**src/rtl/core/spp_pkg.sv**
```systemverilog
`timescale 1ns / 1ps
`default_nettype none
// ----------------------------------------------------------------------------
// spp_pkg
// Shared constants, codes and the CORDIC angle table for the spherical
// point projection pipeline.
// ----------------------------------------------------------------------------
package spp_pkg;

    localparam int TURN_BITS    = 32;   // angles in 2^-32 turn
    localparam int CORDIC_STEPS = 31;
    localparam int NORM_MSB     = 52;   // normalized magnitude in [2^52, 2^53)
    localparam int ISQRT_BITS   = 64;
    localparam int ISQRT_STEPS  = ISQRT_BITS / 2;
    localparam int ANGLE_W      = TURN_BITS + 2;

    localparam logic [14:0] INDEX_MAX    = 15'h7fff;
    localparam logic [15:0] WIDTH_RESET  = 16'd20000;
    localparam logic [15:0] HEIGHT_RESET = 16'd10000;

    typedef enum logic {
        CFG_IMAGE_WIDTH  = 1'b0,
        CFG_IMAGE_HEIGHT = 1'b1
    } cfg_idx_t;

    // atan(2^-i) in 2^-32 turn, rounded to nearest
    function automatic logic [31:0] cordic_angle(input int i);
        logic [31:0] a;
        case (i)
            0:       a = 32'd536870912;
            1:       a = 32'd316933406;
            2:       a = 32'd167458907;
            3:       a = 32'd85004756;
            4:       a = 32'd42667331;
            5:       a = 32'd21354465;
            6:       a = 32'd10679838;
            7:       a = 32'd5340245;
            8:       a = 32'd2670163;
            9:       a = 32'd1335087;
            10:      a = 32'd667544;
            11:      a = 32'd333772;
            12:      a = 32'd166886;
            13:      a = 32'd83443;
            14:      a = 32'd41722;
            15:      a = 32'd20861;
            16:      a = 32'd10430;
            17:      a = 32'd5215;
            18:      a = 32'd2608;
            19:      a = 32'd1304;
            20:      a = 32'd652;
            21:      a = 32'd326;
            22:      a = 32'd163;
            23:      a = 32'd81;
            24:      a = 32'd41;
            25:      a = 32'd20;
            26:      a = 32'd10;
            27:      a = 32'd5;
            28:      a = 32'd3;
            29:      a = 32'd1;
            30:      a = 32'd1;
            default: a = 32'd0;
        endcase
        return a;
    endfunction

endpackage
`default_nettype wire

```
**src/rtl/core/spp_isqrt.sv**
```systemverilog
`timescale 1ns / 1ps
`default_nettype none
// ----------------------------------------------------------------------------
// spp_isqrt
// Pipelined 64-bit integer square root, one result bit per stage.
// ----------------------------------------------------------------------------
module spp_isqrt (
    input  wire logic                                aclk,
    input  wire logic                                en,
    input  wire logic [spp_pkg::ISQRT_BITS-1:0]      n_in,
    output logic      [spp_pkg::ISQRT_STEPS-1:0]     root_out
);
    import spp_pkg::*;

    logic [ISQRT_BITS-1:0] n_q [ISQRT_STEPS];
    logic [ISQRT_BITS-1:0] r_q [ISQRT_STEPS];

    for (genvar j = 0; j < ISQRT_STEPS; j++) begin : g_step
        localparam logic [ISQRT_BITS-1:0] BIT_J =
            ISQRT_BITS'(1) << (ISQRT_BITS - 2 - 2 * j);
        logic [ISQRT_BITS-1:0] n_src;
        logic [ISQRT_BITS-1:0] r_src;
        logic [ISQRT_BITS:0]   trial;

        if (j == 0) begin : g_first
            assign n_src = n_in;
            assign r_src = '0;
        end else begin : g_next
            assign n_src = n_q[j-1];
            assign r_src = r_q[j-1];
        end

        assign trial = {1'b0, r_src} + {1'b0, BIT_J};

        always_ff @(posedge aclk) begin
            if (en) begin
                if ({1'b0, n_src} >= trial) begin
                    n_q[j] <= n_src - trial[ISQRT_BITS-1:0];
                    r_q[j] <= (r_src >> 1) + BIT_J;
                end else begin
                    n_q[j] <= n_src;
                    r_q[j] <= r_src >> 1;
                end
            end
        end
    end

    assign root_out = r_q[ISQRT_STEPS-1][ISQRT_STEPS-1:0];

endmodule
`default_nettype wire

```
**config.mk**
```make
export PLATFORM = sky130hd
export DESIGN_NAME = spp_isqrt
export DESIGN_NICKNAME = d
export VERILOG_FILES = /design/src/rtl/core/spp_pkg.sv /design/src/rtl/core/spp_isqrt.sv
export SDC_FILE = /design/constraint.sdc
export NUM_CORES = 2
export LEC_CHECK = 0
export ABC_CLOCK_PERIOD_IN_PS = 7450
export BUFFER_PORTS_ARGS = -buffer_cell sky130_fd_sc_hd__clkbuf_2
export CORE_ASPECT_RATIO = 1.5
export CORE_MARGIN = 2
export CORE_UTILIZATION = 40
export DETAILED_ROUTE_END_ITERATION = 8
export PLACE_DENSITY = 0.59
export REMOVE_ABC_BUFFERS = 1
export SYNTH_ARGS = -nofsm -noshare
export SYNTH_HDL_FRONTEND = slang
export SYNTH_SLANG_ARGS = --single-unit
```
**constraint.sdc**
```tcl
create_clock -name aclk -period 7.45 [get_ports aclk]
set_input_delay 1.49 -clock aclk [delete_from_list [all_inputs] [get_ports aclk]]
set_output_delay 1.49 -clock aclk [all_outputs]
set_load 0.05 [all_outputs]
```
# Word level (Yosys, flattened, before mapping)
# Memories as Yosys holds them, arrays and structs flattened.
# Cells that the tools add are included.
[word_totals]
word_cells = 448
mem_count = 2
mem_bits_rw = 4096
reg_bits = 0
input_bits = 66
out_inout_bits = 32
[mem_list]
columns = ["memory", "depth", "word_bits", "read_ports", "rd_clocked_by_memory_dff", "write_ports", "line", "source"]
rows = [
  ["n_q", 32, 64, 31, 0, 32, "spp_isqrt.sv:15", "logic [ISQRT_BITS-1:0] n_q [ISQRT_STEPS];"],
  ["r_q", 32, 64, 32, 0, 32, "spp_isqrt.sv:16", "logic [ISQRT_BITS-1:0] r_q [ISQRT_STEPS];"],
]
[classes]
muxes = 256
n_bitwise = 64
n_lt_le_gt_ge = 32
addsub = 94
[ops]
columns = ["cell", "count"]
rows = [
  ["64-bit 2-to-1 mux", 64],
  ["64-bit by 65-bit >= comparator with 1-bit output", 31],
  ["64-bit subtractor", 31],
  ["1-bit 2-to-1 mux", 192],
  ["64-bit by 1-bit adder with 65-bit output, second input constant", 1],
  ["64-bit by 11-bit adder with 65-bit output, second input constant", 1],
  ["64-bit by 13-bit adder with 65-bit output, second input constant", 1],
  ["64-bit by 15-bit adder with 65-bit output, second input constant", 1],
  ["64-bit by 17-bit adder with 65-bit output, second input constant", 1],
  ["64-bit by 19-bit adder with 65-bit output, second input constant", 1],
  ["64-bit by 21-bit adder with 65-bit output, second input constant", 1],
  ["64-bit by 23-bit adder with 65-bit output, second input constant", 1],
  ["64-bit by 25-bit adder with 65-bit output, second input constant", 1],
  ["64-bit by 27-bit adder with 65-bit output, second input constant", 1],
  ["64-bit by 29-bit adder with 65-bit output, second input constant", 1],
  ["64-bit by 3-bit adder with 65-bit output, second input constant", 1],
  ["64-bit by 31-bit adder with 65-bit output, second input constant", 1],
  ["64-bit by 33-bit adder with 65-bit output, second input constant", 1],
  ["64-bit by 35-bit adder with 65-bit output, second input constant", 1],
  ["64-bit by 37-bit adder with 65-bit output, second input constant", 1],
  ["64-bit by 39-bit adder with 65-bit output, second input constant", 1],
  ["64-bit by 41-bit adder with 65-bit output, second input constant", 1],
  ["64-bit by 43-bit adder with 65-bit output, second input constant", 1],
  ["64-bit by 45-bit adder with 65-bit output, second input constant", 1],
  ["other kinds (45)", 108],
]

# Longest topological paths before layout
# An unclocked memory read counts as a cell.
[logic_depth]
word_depth = 7
depth_mapped = 15
mapped_depth_nobuf = 13

# Worst setup path before layout
# Ideal clock, no wire load.
[synth_path]
kind = "input port to flip-flop"
from = "input port en"
to = "memory n_q[26][0] (netlist: n_q[1][640]), enable pin"
n_path_buf = 4
slack_ns = 2.157
stages = 4
setup_ns = 0.482
required_time_ns = 6.968
arrival_time_ns = 4.811
cell_sequence = "clkbuf_1 > clkbuf_1 > clkbuf_1 > clkbuf_1"
[synth_rtl]
columns = ["element", "line", "source"]
rows = [
  ["from (decl)", "spp_isqrt.sv:9", "input wire logic en,"],
  ["to (decl)", "spp_isqrt.sv:15", ""],
]

==> impl_results.md <==
* # H-tree levels at 4
* Fillers at 27.1k
* Most used DFF post-synth: edfxtp_1
* Initial DRC count at 5225
* Cell-by-cell trace of the critical path: inv_1 > ha_1 > nand3_1 > nor3_1 > nand4_1 > o21ai_0 > nor4_1 > nor2b_1 > buf_4 > inv_1 > buf_4 > nand3_1 > nor3b_1 > xor2_1
* Routed len/inst at 23.6 um
* P_sw at 12.1 mW
* Setup violators final at 0
* Sink Count at 2512
* Worst-Margin Slew at 1.74 ns
* Top-area cell type share of the netlist area at 62.3%
* Placer Congestion at 1.05
* Ports at 98
* Cts-stage hold buffer count at 0
* Initial antenna violation count at 8
* First-pass DRT Iterations at 6
* Status: finished with violations
* Worst hold path type: reg -> reg
* Violations in the final reports: capacitance limit, slew limit
* Yosys cell types at 85
* FFs w/ async S/R, synth at 0%
* Critical Path Slowest Stage Cell: nor3_1
* Area grow syn2layout at 11.5%
* Core ar. at 0.301 mm^2
* Register Area at 0.0754 mm^2
* Max Cap Violations at 1
* NumNets Final at 10.6k
* Drt via density at 5.51
* Seq cells post-synth at 2512
* Sw Ratio at 29.7%
* Die Area at 0.307 mm^2
* CTS tree: built
* Row cnt at 247
* Die Y at 678 um
* IO Port Bufs at 97
* Slew HR at -16.8%
* PD cells at 302 mW/mm^2
* Final Total Pwr at 40.8 mW
* Final ANT Viol Nets at 0
* Gr usage total at 21.3%
* Clk_lat worst skew at 0.97 ns
* Max VDD drop at 0.227 mV
* Post-Place Worst Slack at 2.02 ns
* Fin worst setup slack at 2.07 ns
* Largest net degree at the start of global routing at 174
* Crit path DAT at 5.95 ns
* Yosys warns at 0
* Buf/Inv on CP at 4
* Clock Path Buffers at 4
* Final Routed Wirelength at 334 mm
* Die Wd at 453 um
* Hold Fails Final Rpt at 0
* Startpoint Class: flop
* Final Max Slew Viols at 2
* Clock-pin slew on the worst setup and hold paths at 0.06 ns
* Worst Setup End Kind: flop
* Static Leakage at 49.6 nW
* Sequential Power Share at 47.5%
* Resized cells post-CTS at 0
* Synth Cell Area at 0.121 mm^2
* Area occupied by multi-input gates at 0.0424 mm^2
* Clk_skew at 0.157 ns
* FF-to-FF Start: r_q[1][168]
* Clock power frac at 31.7%
* Post-layout min period at 5.38 ns
* Cell Int Power at 28.7 mW
* Via count at 78.0k
* Number of buffers created by CTS at 243
* DR DRC count at 0
* Combinational group share of total power at 20.8%
* Share of layout cells above drive strength 1 at 7.28%
* EDFF count, synth at 2512
* Root Buffer: clkbuf_16
* Gr ovfl total at 0
* Initial Utilization at 40.2%
* Hold path startpoint: n_q[1][146]
* Post-CTS Setup Bufs at 0
* DPL Wire Length at 259 mm
* Main area contributors after synthesis: edfxtp_1 62%, ha_1 5.8%, xnor2_1 3.4%, xor2_1 3.1%, nand2_1 2.3%
* First-pass GRT wire length at 491 mm
* Cells after Synth at 9729
* Sequential area share after synthesis at 62.3%
* Worst R2R Setup Slack at 2.07 ns
* F_max at 186 MHz
* Crit path max fanout at 24
* Crit path largest cell delay at 0.93 ns
* WP data required at 8.02 ns
* RSZ-0062 raised after global routing: false
* Tcrit/Tclk final at 72.2%
* Vias in the first global route at 80.9k
* Cell family with most CP delay: simple AND/OR/NAND/NOR gates
* Avg Cell Area, Syn at 12.4 um^2
* Worst Setup Path Type: reg -> reg
* Cell taking the most area after synthesis: edfxtp_1
* Crit path launch: r_q[1][168]
-- metal layers --
layer  wire [um]  track usage [%]
met1       97600             17.1
met2      197000             44.8
met3       10800             2.52
met4       28400             15.8
met5           0                0
-- stage by stage --
step	cells	utilization, %	setup TNS, ns	hold slack, ns	cell area, um^2
after CTS	14100	44.8	0	0.365	135000
after detailed placement	13700	42.0	0	0.429	127000
after global routing	14100	44.8	0	0.373	135000
final	14100	44.8	0	0.370	135000
after floorplan	9509	-	-4.05	0.417	120000
after global placement	13700	42.0	0	0.426	127000
-- logic make-up after synthesis --
group	after synthesis	synth area share [%]
AOI/OAI and AO/OA	1800	9.15
xor gates and xnor gates	895	6.48
adders and majority gates	558	5.77
buffers and inverters	891	2.78
DFF	2512	62.3
muxes	76	0.693
and+or+nand+nor	2997	12.8
-- power by group through the flow --
| stage | sequential, mW | combinational [mW] | clock [mW] |
|---|---|---|---|
| floorplan | 19.0 | 5.97 | 0 |
| global placement | 19.7 | 8.26 | 0 |
| detailed placement | 19.7 | 8.41 | 0 |
| CTS | 19.4 | 8.45 | 13.2 |
| global route | 19.6 | 9.37 | 13.7 |
| finish | 19.4 | 8.50 | 12.9 |
-- worst reg2reg max path: stages, from the launching register on --
cell	delay, ns
edfxtp_1	0.52
inv_1	0.08
ha_1	0.38
nand3_1	0.16
nor3_1	0.93
nand4_1	0.74
o21ai_0	0.45
nor4_1	0.10
nor2b_1	0.19
buf_4	0.26
inv_1	0.11
buf_4	0.32
nand3_1	0.34
nor3b_1	0.38
xor2_1	0.10
-- path summary, 6_finish.rpt --
path / endpoint / cells past startpoint
setup / recovery: n_q[1][246] / 14
hold / removal: n_q[1][210] / 0
setup reg to reg: n_q[1][246] / 14
hold reg to reg: n_q[1][210] / 0
-- Yosys cell counts, types with 26 or more instances --
library cell and n:
or3_1 100, nand2b_1 123, nor3_1 269, o31ai_1 38
or2_2 42, xor2_1 422, nor4_1 370, nand3_1 175
a21oi_1 518, nand2_1 737, a31oi_1 52, edfxtp_1 2512
a211oi_1 43, inv_1 670, nand3b_1 35, or4_1 90
o21bai_1 54, mux2_2 61, ha_1 558, o211ai_1 26
nor4b_1 59, nand4_1 182, clkbuf_1 201, a21o_1 229
nor2b_1 72, and3_1 50, o21ai_1 27, o21ai_0 524
o21a_1 84, xnor2_1 473, and2_1 34, nor2_1 561
-- flip-flops by register name, summed over array words and instances (netlist names) --
name	count
n_q	1984
r_q	528
-- layout by cell type (no fill, tap or decap), drive strengths merged, types with 182 or more instances in the layout --
master  instances
nand4         182
a21o          229
nor4          371
xnor2         473
ha            558
clkbuf        365
inv           683
nand2         737
edfxtp       2512
a21oi         518
nor3          269
nor2          561
xor2          422
o21ai         551
-- area by class of cell --
cell class	count	area share, %
flip-flops and latches	2512	55.9
multi-input cells	6326	31.4
clock buffers	269	4.62
well taps	3984	3.69
inverters	671	1.87
clock inverters	178	1.54
repair buffers	190	0.946
diodes	8	0.0148
Power figures use the tool's default switching activity.
